## src/hdl/tqaa_pkg.sv

```systemverilog
// Package for the two-queue admission arbiter.
// Holds request, admission, served and policy codes, register indexes,
// reset values and the payload and control structs. No dependencies.
`default_nettype none

package tqaa_pkg;

   // Request codes carried in req_type
   typedef enum logic [1:0] {
      REQ_ARRIVE_ONE   = 2'd0,
      REQ_ARRIVE_TWO   = 2'd1,
      REQ_SERVICE_DONE = 2'd2,
      REQ_IGNORED      = 2'd3
   } req_code_type;

   // Admission outcome codes
   typedef enum logic [1:0] {
      ADM_SERVED_NOW = 2'd0,
      ADM_QUEUED     = 2'd1,
      ADM_REJECTED   = 2'd2,
      ADM_NONE       = 2'd3
   } adm_code_type;

   // Queue taken on service done
   typedef enum logic [1:0] {
      SERVED_NONE = 2'd0,
      SERVED_ONE  = 2'd1,
      SERVED_TWO  = 2'd2
   } served_code_type;

   // Arbitration policies; the unused code falls back to longest
   typedef enum logic [2:0] {
      POL_LONGEST  = 3'd0,
      POL_RANDOM   = 3'd1,
      POL_SHORTEST = 3'd2,
      POL_ALTERNATE = 3'd3,
      POL_BURST    = 3'd4,
      POL_FULLEST  = 3'd5,
      POL_WEIGHTED = 3'd6
   } policy_code_type;

   // Configuration register indexes
   typedef enum logic [2:0] {
      CSR_POLICY       = 3'd0,
      CSR_CAPACITY_ONE = 3'd1,
      CSR_CAPACITY_TWO = 3'd2,
      CSR_WEIGHT       = 3'd3,
      CSR_BURST_ONE    = 3'd4,
      CSR_BURST_TWO    = 3'd5
   } csr_index_type;

   localparam int unsigned CSR_INDEX_WIDTH = 3;
   localparam int unsigned CSR_DATA_WIDTH  = 16;

   // Reset values of the configuration registers
   localparam logic [7:0]  CAPACITY_RESET = 8'd16;
   localparam logic [15:0] WEIGHT_RESET   = 16'd32768;
   localparam logic [7:0]  BURST_RESET    = 8'd5;

   typedef struct packed {
      logic [2:0]  policy;
      logic [7:0]  capacity_one;
      logic [7:0]  capacity_two;
      logic [15:0] weight_threshold;
      logic [7:0]  burst_len_one;
      logic [7:0]  burst_len_two;
   } cfg_type;

   typedef struct packed {
      logic [7:0] count_one;
      logic [7:0] count_two;
   } burst_type;

   typedef struct packed {
      logic [1:0]  req_type;
      logic [15:0] random_sample;
   } req_data_type;

   typedef struct packed {
      logic [1:0]  served_queue;
      logic [1:0]  admission;
      logic [7:0]  length_one;
      logic [7:0]  length_two;
      logic        server_busy_out;
      logic [31:0] arrivals_one;
      logic [31:0] arrivals_two;
      logic [31:0] rejects_one;
      logic [31:0] rejects_two;
   } rsp_data_type;

endpackage

`default_nettype wire

```

## src/hdl/tqaa_if.sv

```systemverilog
// Valid/ready channel interfaces for the request and response sides.
// Depends on tqaa_pkg for the payload structs.
`default_nettype none

interface tqaa_req_if;
   logic                   valid;
   logic                   ready;
   tqaa_pkg::req_data_type data;

   modport source (output valid, output data, input ready);
   modport sink   (input valid, input data, output ready);
endinterface

interface tqaa_rsp_if;
   logic                   valid;
   logic                   ready;
   tqaa_pkg::rsp_data_type data;

   modport source (output valid, output data, input ready);
   modport sink   (input valid, input data, output ready);
endinterface

`default_nettype wire

```

## src/hdl/tqaa_pick.sv

```systemverilog
// Policy decision for a service done with both queues holding items.
// Returns the chosen queue and the next burst counters. Depends on tqaa_pkg.
`default_nettype none

module tqaa_pick #(
   parameter int unsigned LEN_WIDTH = 8
) (
   input  tqaa_pkg::cfg_type        cfg,
   input  logic [LEN_WIDTH-1:0]     len_one,
   input  logic [LEN_WIDTH-1:0]     len_two,
   input  logic [1:0]               last_choice,
   input  tqaa_pkg::burst_type      burst_cur,
   input  logic [15:0]              sample,
   output logic [1:0]               pick,
   output tqaa_pkg::burst_type      burst_next
);

   localparam int unsigned PROD_WIDTH = LEN_WIDTH + 8;

   logic [1:0]            tie;
   logic [PROD_WIDTH-1:0] fill_one;
   logic [PROD_WIDTH-1:0] fill_two;
   logic [7:0]            blen_one;
   logic [7:0]            blen_two;
   logic [7:0]            bcnt_one;
   logic [1:0]            burst_pick;
   tqaa_pkg::burst_type   burst_upd;

   // Tie break: lower half of the sample takes queue one
   assign tie = sample[15] ? tqaa_pkg::SERVED_TWO : tqaa_pkg::SERVED_ONE;

   // Fullness by capacity ratio, cross multiplied
   assign fill_one = PROD_WIDTH'(len_one) * PROD_WIDTH'(cfg.capacity_two);
   assign fill_two = PROD_WIDTH'(len_two) * PROD_WIDTH'(cfg.capacity_one);

   // Burst step: a zero length acts as one
   always_comb begin
      blen_one  = (cfg.burst_len_one == 8'd0) ? 8'd1 : cfg.burst_len_one;
      blen_two  = (cfg.burst_len_two == 8'd0) ? 8'd1 : cfg.burst_len_two;
      burst_upd = burst_cur;
      bcnt_one  = burst_cur.count_one;
      if (burst_cur.count_one >= blen_one && burst_cur.count_two >= blen_two) begin
         bcnt_one = 8'd0;
      end
      burst_upd.count_one = bcnt_one;
      if (bcnt_one < blen_one) begin
         burst_pick          = tqaa_pkg::SERVED_ONE;
         burst_upd.count_one = bcnt_one + 8'd1;
         if (burst_upd.count_one >= blen_one) begin
            burst_upd.count_two = 8'd0;
         end
      end else begin
         burst_pick          = tqaa_pkg::SERVED_TWO;
         burst_upd.count_two = burst_cur.count_two + 8'd1;
         if (burst_upd.count_two >= blen_two) begin
            burst_upd.count_one = 8'd0;
         end
      end
   end

   // Select by policy
   always_comb begin
      burst_next = burst_cur;
      case (cfg.policy)
         tqaa_pkg::POL_RANDOM: begin
            pick = tie;
         end
         tqaa_pkg::POL_SHORTEST: begin
            if (len_one < len_two) pick = tqaa_pkg::SERVED_ONE;
            else if (len_two < len_one) pick = tqaa_pkg::SERVED_TWO;
            else pick = tie;
         end
         tqaa_pkg::POL_ALTERNATE: begin
            pick = (last_choice == tqaa_pkg::SERVED_ONE) ? tqaa_pkg::SERVED_TWO
                                                         : tqaa_pkg::SERVED_ONE;
         end
         tqaa_pkg::POL_BURST: begin
            pick       = burst_pick;
            burst_next = burst_upd;
         end
         tqaa_pkg::POL_FULLEST: begin
            if (fill_one > fill_two) pick = tqaa_pkg::SERVED_ONE;
            else if (fill_two > fill_one) pick = tqaa_pkg::SERVED_TWO;
            else pick = tie;
         end
         tqaa_pkg::POL_WEIGHTED: begin
            pick = (sample < cfg.weight_threshold) ? tqaa_pkg::SERVED_ONE
                                                    : tqaa_pkg::SERVED_TWO;
         end
         default: begin
            if (len_one > len_two) pick = tqaa_pkg::SERVED_ONE;
            else if (len_two > len_one) pick = tqaa_pkg::SERVED_TWO;
            else pick = tie;
         end
      endcase
   end

endmodule

`default_nettype wire

```

## src/hdl/two_queue_admission_arbiter.sv

```systemverilog
// Two-queue admission arbiter top level: input register, event logic,
// state and result register. Depends on tqaa_pkg, tqaa_if and tqaa_pick.
//
//   channel  direction  handshake         payload
//   req      in         valid/ready       req_type, random_sample
//   rsp      out        valid/ready       served_queue .. rejects_two
//   csr      in         csr_write only    csr_index, csr_wdata
//
// One transaction per cycle sustained while rsp is ready; each transaction
// passes from acceptance to response through the input register, the single
// pass of event logic and the result register. Synchronous reset clears state and
// configuration to defaults. A stalled response holds the input register,
// and req.ready drops only when both registers are full and rsp is stalled.
`default_nettype none

module two_queue_admission_arbiter #(
   parameter int unsigned QUEUE_LIMIT = 255,
   parameter int unsigned COUNT_WIDTH = 32
) (
   input  wire logic                                 clock,
   input  wire logic                                 reset,
   tqaa_req_if.sink                                  req,
   tqaa_rsp_if.source                                rsp,
   input  wire logic                                 csr_write,
   input  wire logic [tqaa_pkg::CSR_INDEX_WIDTH-1:0] csr_index,
   input  wire logic [tqaa_pkg::CSR_DATA_WIDTH-1:0]  csr_wdata
);

   localparam int unsigned LEN_WIDTH = $clog2(QUEUE_LIMIT);
   localparam int unsigned SUM_WIDTH = LEN_WIDTH + 9;
   localparam logic [SUM_WIDTH-1:0] LIMIT = SUM_WIDTH'(QUEUE_LIMIT);

   // Configuration
   tqaa_pkg::cfg_type cfg_ff;

   // Input register
   logic                   in_valid_ff;
   tqaa_pkg::req_data_type in_data_ff;

   // Arbiter state
   logic [LEN_WIDTH-1:0]   len_one_ff, len_one_in;
   logic [LEN_WIDTH-1:0]   len_two_ff, len_two_in;
   logic                   busy_ff, busy_in;
   logic [1:0]             last_ff, last_in;
   tqaa_pkg::burst_type    burst_ff, burst_in;
   logic [COUNT_WIDTH-1:0] arr_one_ff, arr_one_in;
   logic [COUNT_WIDTH-1:0] arr_two_ff, arr_two_in;
   logic [COUNT_WIDTH-1:0] rej_one_ff, rej_one_in;
   logic [COUNT_WIDTH-1:0] rej_two_ff, rej_two_in;

   // Result register
   logic                   out_valid_ff;
   tqaa_pkg::rsp_data_type out_data_ff, out_data_in;

   logic                   advance;
   logic [1:0]             pick;
   tqaa_pkg::burst_type    burst_pick;
   logic [1:0]             served;
   logic [1:0]             adm;
   logic [SUM_WIDTH-1:0]   grown;
   logic [SUM_WIDTH-1:0]   cap_sel;

   assign advance   = in_valid_ff && (!out_valid_ff || rsp.ready);
   assign req.ready = !in_valid_ff || advance;
   assign rsp.valid = out_valid_ff;
   assign rsp.data  = out_data_ff;

   // Write configuration registers
   always_ff @(posedge clock) begin
      if (reset) begin
         cfg_ff.policy           <= tqaa_pkg::POL_LONGEST;
         cfg_ff.capacity_one     <= tqaa_pkg::CAPACITY_RESET;
         cfg_ff.capacity_two     <= tqaa_pkg::CAPACITY_RESET;
         cfg_ff.weight_threshold <= tqaa_pkg::WEIGHT_RESET;
         cfg_ff.burst_len_one    <= tqaa_pkg::BURST_RESET;
         cfg_ff.burst_len_two    <= tqaa_pkg::BURST_RESET;
      end else if (csr_write) begin
         case (csr_index)
            tqaa_pkg::CSR_POLICY:       cfg_ff.policy           <= csr_wdata[2:0];
            tqaa_pkg::CSR_CAPACITY_ONE: cfg_ff.capacity_one     <= csr_wdata[7:0];
            tqaa_pkg::CSR_CAPACITY_TWO: cfg_ff.capacity_two     <= csr_wdata[7:0];
            tqaa_pkg::CSR_WEIGHT:       cfg_ff.weight_threshold <= csr_wdata;
            tqaa_pkg::CSR_BURST_ONE:    cfg_ff.burst_len_one    <= csr_wdata[7:0];
            tqaa_pkg::CSR_BURST_TWO:    cfg_ff.burst_len_two    <= csr_wdata[7:0];
            default: ;
         endcase
      end
   end

   // Capture a request transaction
   always_ff @(posedge clock) begin
      if (reset) begin
         in_valid_ff <= 1'b0;
      end else if (req.ready) begin
         in_valid_ff <= req.valid;
      end
   end

   always_ff @(posedge clock) begin
      if (req.valid && req.ready) begin
         in_data_ff <= req.data;
      end
   end

   // Policy decision for the two-queue case
   tqaa_pick #(
      .LEN_WIDTH (LEN_WIDTH)
   ) u_pick (
      .cfg         (cfg_ff),
      .len_one     (len_one_ff),
      .len_two     (len_two_ff),
      .last_choice (last_ff),
      .burst_cur   (burst_ff),
      .sample      (in_data_ff.random_sample),
      .pick        (pick),
      .burst_next  (burst_pick)
   );

   // Event logic: admit, queue or reject an arrival; hand over on service done
   always_comb begin
      len_one_in = len_one_ff;
      len_two_in = len_two_ff;
      busy_in    = busy_ff;
      last_in    = last_ff;
      burst_in   = burst_ff;
      arr_one_in = arr_one_ff;
      arr_two_in = arr_two_ff;
      rej_one_in = rej_one_ff;
      rej_two_in = rej_two_ff;
      served     = tqaa_pkg::SERVED_NONE;
      adm        = tqaa_pkg::ADM_NONE;
      if (in_data_ff.req_type == tqaa_pkg::REQ_ARRIVE_ONE) begin
         grown   = SUM_WIDTH'(len_one_ff) + SUM_WIDTH'(1);
         cap_sel = SUM_WIDTH'(cfg_ff.capacity_one);
      end else begin
         grown   = SUM_WIDTH'(len_two_ff) + SUM_WIDTH'(1);
         cap_sel = SUM_WIDTH'(cfg_ff.capacity_two);
      end
      case (in_data_ff.req_type)
         tqaa_pkg::REQ_ARRIVE_ONE, tqaa_pkg::REQ_ARRIVE_TWO: begin
            if (in_data_ff.req_type == tqaa_pkg::REQ_ARRIVE_ONE) begin
               arr_one_in = (arr_one_ff == '1) ? arr_one_ff : arr_one_ff + 1'b1;
            end else begin
               arr_two_in = (arr_two_ff == '1) ? arr_two_ff : arr_two_ff + 1'b1;
            end
            if (!busy_ff) begin
               busy_in = 1'b1;
               adm     = tqaa_pkg::ADM_SERVED_NOW;
            end else if (grown < cap_sel && grown < LIMIT) begin
               adm = tqaa_pkg::ADM_QUEUED;
               if (in_data_ff.req_type == tqaa_pkg::REQ_ARRIVE_ONE) begin
                  len_one_in = grown[LEN_WIDTH-1:0];
               end else begin
                  len_two_in = grown[LEN_WIDTH-1:0];
               end
            end else begin
               adm = tqaa_pkg::ADM_REJECTED;
               if (in_data_ff.req_type == tqaa_pkg::REQ_ARRIVE_ONE) begin
                  rej_one_in = (rej_one_ff == '1) ? rej_one_ff : rej_one_ff + 1'b1;
               end else begin
                  rej_two_in = (rej_two_ff == '1) ? rej_two_ff : rej_two_ff + 1'b1;
               end
            end
         end
         tqaa_pkg::REQ_SERVICE_DONE: begin
            if (len_one_ff == '0 && len_two_ff == '0) begin
               served = tqaa_pkg::SERVED_NONE;
            end else if (len_one_ff == '0) begin
               served = tqaa_pkg::SERVED_TWO;
            end else if (len_two_ff == '0) begin
               served = tqaa_pkg::SERVED_ONE;
            end else begin
               served   = pick;
               burst_in = burst_pick;
            end
            busy_in = (served != tqaa_pkg::SERVED_NONE);
            if (served == tqaa_pkg::SERVED_ONE) len_one_in = len_one_ff - 1'b1;
            if (served == tqaa_pkg::SERVED_TWO) len_two_in = len_two_ff - 1'b1;
            last_in = served;
         end
         default: ;
      endcase

      out_data_in.served_queue    = served;
      out_data_in.admission       = adm;
      out_data_in.length_one      = 8'(len_one_in);
      out_data_in.length_two      = 8'(len_two_in);
      out_data_in.server_busy_out = busy_in;
      out_data_in.arrivals_one    = 32'(arr_one_in);
      out_data_in.arrivals_two    = 32'(arr_two_in);
      out_data_in.rejects_one     = 32'(rej_one_in);
      out_data_in.rejects_two     = 32'(rej_two_in);
   end

   // Advance state on each processed transaction
   always_ff @(posedge clock) begin
      if (reset) begin
         len_one_ff <= '0;
         len_two_ff <= '0;
         busy_ff    <= 1'b0;
         last_ff    <= tqaa_pkg::SERVED_NONE;
         burst_ff   <= '0;
         arr_one_ff <= '0;
         arr_two_ff <= '0;
         rej_one_ff <= '0;
         rej_two_ff <= '0;
      end else if (advance) begin
         len_one_ff <= len_one_in;
         len_two_ff <= len_two_in;
         busy_ff    <= busy_in;
         last_ff    <= last_in;
         burst_ff   <= burst_in;
         arr_one_ff <= arr_one_in;
         arr_two_ff <= arr_two_in;
         rej_one_ff <= rej_one_in;
         rej_two_ff <= rej_two_in;
      end
   end

   // Hold the response until taken
   always_ff @(posedge clock) begin
      if (reset) begin
         out_valid_ff <= 1'b0;
      end else if (advance) begin
         out_valid_ff <= 1'b1;
      end else if (rsp.ready) begin
         out_valid_ff <= 1'b0;
      end
   end

   always_ff @(posedge clock) begin
      if (advance) begin
         out_data_ff <= out_data_in;
      end
   end

   // Queue lengths stay below the bound
   assert property (@(posedge clock) disable iff (reset)
      SUM_WIDTH'(len_one_ff) < LIMIT && SUM_WIDTH'(len_two_ff) < LIMIT)
      else $error("queue length reached its bound");

   // Waiting items imply a busy server
   assert property (@(posedge clock) disable iff (reset)
      (len_one_ff != '0 || len_two_ff != '0) |-> busy_ff)
      else $error("items waiting while server free");

   // Rejections never outnumber arrivals
   assert property (@(posedge clock) disable iff (reset)
      rej_one_ff <= arr_one_ff && rej_two_ff <= arr_two_ff)
      else $error("reject count above arrival count");

   // A served queue appears only on a non-arrival response
   assert property (@(posedge clock) disable iff (reset)
      (advance && served != tqaa_pkg::SERVED_NONE) |=>
         (out_data_ff.admission == tqaa_pkg::ADM_NONE && out_data_ff.server_busy_out))
      else $error("served queue on an arrival or with server free");

endmodule

`default_nettype wire
```

## src/flat_wrapper.sv

```systemverilog
// flat-port wrapper written by rule: the top's interface ports become plain ports
module two_queue_admission_arbiter_flat 
#(
   parameter int unsigned QUEUE_LIMIT = 255,
   parameter int unsigned COUNT_WIDTH = 32
)
  (clock, reset, csr_write, csr_index, csr_wdata, req_valid, req_data, req_ready, rsp_valid, rsp_data, rsp_ready);
  tqaa_req_if req_i ();
  tqaa_rsp_if rsp_i ();
  input  wire logic clock;
  input  wire logic reset;
  input  wire logic csr_write;
  input  wire logic [tqaa_pkg::CSR_INDEX_WIDTH-1:0] csr_index;
  input  wire logic [tqaa_pkg::CSR_DATA_WIDTH-1:0] csr_wdata;
  input wire logic [$bits(req_i.valid)-1:0] req_valid;
  input wire logic [$bits(req_i.data)-1:0] req_data;
  output wire logic [$bits(req_i.ready)-1:0] req_ready;
  output wire logic [$bits(rsp_i.valid)-1:0] rsp_valid;
  output wire logic [$bits(rsp_i.data)-1:0] rsp_data;
  input wire logic [$bits(rsp_i.ready)-1:0] rsp_ready;
  assign req_i.valid = req_valid;
  assign req_i.data = req_data;
  assign req_ready = req_i.ready;
  assign rsp_valid = rsp_i.valid;
  assign rsp_data = rsp_i.data;
  assign rsp_i.ready = rsp_ready;
  two_queue_admission_arbiter #(.QUEUE_LIMIT(QUEUE_LIMIT), .COUNT_WIDTH(COUNT_WIDTH)) u_core (.clock(clock), .reset(reset), .req(req_i), .rsp(rsp_i), .csr_write(csr_write), .csr_index(csr_index), .csr_wdata(csr_wdata));
endmodule
```

## config.mk

```make
export PLATFORM = sky130hd
export DESIGN_NAME = two_queue_admission_arbiter_flat
export DESIGN_NICKNAME = d
export VERILOG_FILES = /design/src/hdl/tqaa_pkg.sv /design/src/hdl/tqaa_if.sv /design/src/hdl/tqaa_pick.sv /design/src/hdl/two_queue_admission_arbiter.sv /design/src/flat_wrapper.sv
export SDC_FILE = /design/constraint.sdc
export NUM_CORES = 1
export LEC_CHECK = 0
export BUFFER_PORTS_ARGS = -buffer_cell sky130_fd_sc_hd__buf_4
export CORE_MARGIN = 10
export CORE_UTILIZATION = 28
export CTS_CLUSTER_SIZE = 40
export DETAILED_ROUTE_END_ITERATION = 12
export PLACE_DENSITY = 0.56
export SLEW_MARGIN = 0
export SYNTH_ARGS = -nofsm -noshare
export SYNTH_HDL_FRONTEND = slang
export SYNTH_SLANG_ARGS = --single-unit
```

## constraint.sdc

```tcl
create_clock -name clock -period 6.61 [get_ports clock]
set_input_delay 1.322 -clock clock [delete_from_list [all_inputs] [get_ports clock]]
set_output_delay 1.322 -clock clock [all_outputs]
set_load 0.02 [all_outputs]
```

==> reports/results.txt <==
Outcome -> finished with violations
Failing checks -> negative setup slack
Gpl congestion -> 0.8376
Dpl ws -> -0.4274 ns
Top cell type's share of synthesized area -> 0.2110
Post-layout nets -> 3077
Slowest cell on the critical path -> fa_1
Initial Util -> 0.2830
FMAX -> 149.7 MHz
Chip height -> 311.3 um
Layout area overhead -> 25.04%
Slew Limit Fails -> 0
Post-CTS Hold Fix Bufs -> 0
Sequential cell area fraction in the yosys report -> 0.3930
Design area -> 0.02971 mm2
H-tree Lvls -> 2
Synth Cell Area -> 0.02376 mm2
IO buf count -> 192
DR vias -> 18520
FFs w/ async S/R, synth -> 0
Total gr overflow -> 0
Core area -> 0.08395 mm2
Sw Pwr -> 1700 uW
Min Tclk post-route -> 6.682 ns
Setup crit end kind -> flip-flop
Clk pwr share -> 0.450
GRT Overall Usage -> 0.1322
Antenna cells -> 0
Hold path start -> u_core.cfg_ff[29]
# IOs -> 193
Syn Area/Cell -> 9.366 um2
Die ar. -> 0.09691 mm2
Layout Skew -> 0.02719 ns
Startpoint types -> flip-flop
CP max FO -> 6
Peak supply drop -> 0.1798 mV
Leak Pwr -> 0.01191 uW
Worst-path clk slew -> 0.06 ns
Pin count of the biggest net entering global routing -> 128
Setup-failing EPs final -> 7
Sequential Power Share -> 0.411
Width of the die -> 311.3 um
Overall power -> 6322 uW
Unrepaired setup endpoints after global routing -> yes
Crit Path Class -> flip-flop to flip-flop
Sw Share -> 0.2690
Worst-skew pair later-pin latency -> 0.61 ns
Antenna-violating nets left -> 0
Arrival @ worst endpoint -> 7.03 ns
Clock root cell -> clkbuf_16
Number of global-route vias before repair -> 17890
CTS tree -> yes
Pwr per Cell Area -> 212.8 mW/mm2
Iter 0 DRT Violations -> 1110
Hold path depth -> 2
CP max stage delay -> 0.49 ns
Max Cap Viol -> 0
Layout cells sized above 1 -> 0.2037
Worst relative slew slack -> 0.2060
Via density -> 4.668
Clock Path Buffers -> 3
Initial antenna violation count -> 1
Logic pwr share -> 0.140
Number of unique standard cell types used by synthesis -> 93
CP startpoint -> u_core.cfg_ff[34]
Fin. Hold Viols -> 0
First-pass GRT wire length -> 103800 um
DPL Wire Length -> 48940 um
Avg WL per Cell -> 16.84 um
Primary FF master, synth -> dfxtp_1
R2r setup slk -> -0.07 ns
Syn. warnings -> 0
Setup ws final -> -0.07191 ns
Synth Net Count -> 2820
CP Data Required Time -> 6.95 ns
Post-synth EDFFs -> 167
Instance count of the mapped netlist -> 2537
Total CTS buffers -> 48
Hold_ws -> 0.4537 ns
#FFs+latches synth -> 383
Fin util -> 0.3539
Min-delay worst type -> flip-flop to flip-flop
Reg2reg start -> u_core.cfg_ff[34]
# DRC -> 0
Clock sink count -> 383
Synth area leaders -> edfxtp_1 21%, dfxtp_1 18%, ha_1 8.9%, fa_1 6.1%, xnor2_1 5.3%
Period utilisation layout -> 1.011
Placed Area -> 0.02718 mm2
Int Power -> 4622 uW
Worst-margin pin slew -> 1.172 ns
Leading area contributor after synthesis -> edfxtp_1
DRT Pass-1 Iters -> 5
WL final -> 66810 um
# rows -> 106
R2R depth -> 29
path summary, 6_finish.rpt:
check,end
worst max-delay path,u_core.rsp.data[136]
worst min-delay path,u_core.cfg_ff[29]
worst max register to register,u_core.rsp.data[136]
worst min register to register,u_core.cfg_ff[29]
synthesized netlist by cell type (6+ instances only):
library cell,count
o21a_1,15
a211oi_1,6
nor2_1,244
xnor2_1,144
ha_1,169
a22o_1,7
nand2b_1,13
nor2b_1,23
clkbuf_1,90
a21boi_0,6
and3_1,32
nor4_1,11
and2_1,127
xor2_1,131
and4_1,16
buf_2,8
fa_1,72
or3_1,26
edfxtp_1,167
nand3b_1,8
dfxtp_1,216
mux2i_1,19
a21o_1,19
o21ai_0,57
nand2_1,277
nand4_1,47
inv_1,164
a21oi_1,107
nand3_1,105
nor3_1,58
or2_2,9
o211ai_1,11
buf_1,11
layout make-up:
| class | count | area (um2) |
|---|---|---|
| Sequential cell | 383 | 9392 |
| Inverter | 166 | 630.6 |
| Timing Repair Buffer | 319 | 2491 |
| Fill cell | 8502 | 54240 |
| Multi-Input combinational cell | 1876 | 14060 |
| Tap cell | 1134 | 1419 |
| Clock inverter | 32 | 399.1 |
| Clock buffer | 57 | 1316 |
metal layers:
| metal | GRT usage | share of wire | up-vias |
|---|---|---|---|
| met3 | 0.02262 | 0.046 | 73 |
| met2 | 0.2134 | 0.46 | 349 |
| met4 | 0.03490 | 0.020 | 2 |
| met1 | 0.1803 | 0.47 | 8891 |
| li1 | - | - | 9203 |
| met5 | 0 | 0.00019 | - |
cells in the final DEF, fill, tap and decap left out, types with 12 or more instances in the layout:
| master | count |
|---|---|
| nor2b_1 | 21 |
| nand2b_1 | 12 |
| ha_1 | 156 |
| o21ai_0 | 47 |
| buf_6 | 19 |
| fa_1 | 64 |
| xor2_1 | 131 |
| o21a_1 | 15 |
| nand4_1 | 47 |
| clkbuf_16 | 49 |
| and3_1 | 30 |
| mux2i_1 | 19 |
| buf_4 | 298 |
| and2_1 | 117 |
| or3_1 | 24 |
| a21oi_1 | 97 |
| dfxtp_1 | 198 |
| nor3_1 | 55 |
| a21o_1 | 19 |
| nand3_1 | 101 |
| inv_1 | 154 |
| nand2_1 | 274 |
| dfxtp_4 | 12 |
| edfxtp_1 | 167 |
| and4_1 | 16 |
| xnor2_1 | 143 |
| nor2_1 | 240 |
logic make-up after synthesis:
logic type,count (synthesis),synth area share
adder cells (fa/ha/maj),241,0.1496
flip-flops,383,0.3930
AND/OR/NAND/NOR,1024,0.2125
AO/OA/AOI/OAI,311,0.08746
buffers and inverters,278,0.04513
multiplexers,25,0.01085
XOR/XNOR,275,0.1014
flip-flops by register name, indices dropped and copies added (netlist names):
name and count:
u_core.arr_one_ff 32, u_core.arr_two_ff 32, u_core.burst_ff 16, u_core.busy_ff 1
u_core.cfg_ff 51, u_core.in_data_ff 18, u_core.in_valid_ff 1, u_core.last_ff 2
u_core.len_one_ff 8, u_core.len_two_ff 8, u_core.rej_one_ff 32, u_core.rej_two_ff 32
u_core.rsp.data 149, u_core.rsp.valid 1
critical path, delay by kind of cell (launching register included):
kind	cells	cell delay [ns]
compound gates	11	2.21
xor+xnor	1	0.17
fa+ha+maj	6	2.16
buf+inv	5	0.55
flops	1	0.37
simple gates	6	0.99
what timing repair did:
action                     in CTS  in global routing
pin swaps                      68                 68
setup buffers                   9                  7
resized for setup             105                 76
setup endpoints to repair      38                 38
stage by stage:
stage	TNS, ns	instances
2_1_floorplan	0	2537
6_report	-0.2344	3967
3_3_place_gp	-9.943	3870
5_1_grt	-6.643	3967
4_1_cts	-0.7549	3965
3_5_place_dp	-11.00	3870
power by group through the flow:
stage	logic, uW	registers (uW)	clock network [uW]
after floorplan	378	2690	0
after global placement	751	2650	0
after detailed placement	752	2650	0
after CTS	815	2600	2940
after global routing	956	2600	3030
final	883	2600	2840
Note: power is estimated with default switching activity, not from simulation.
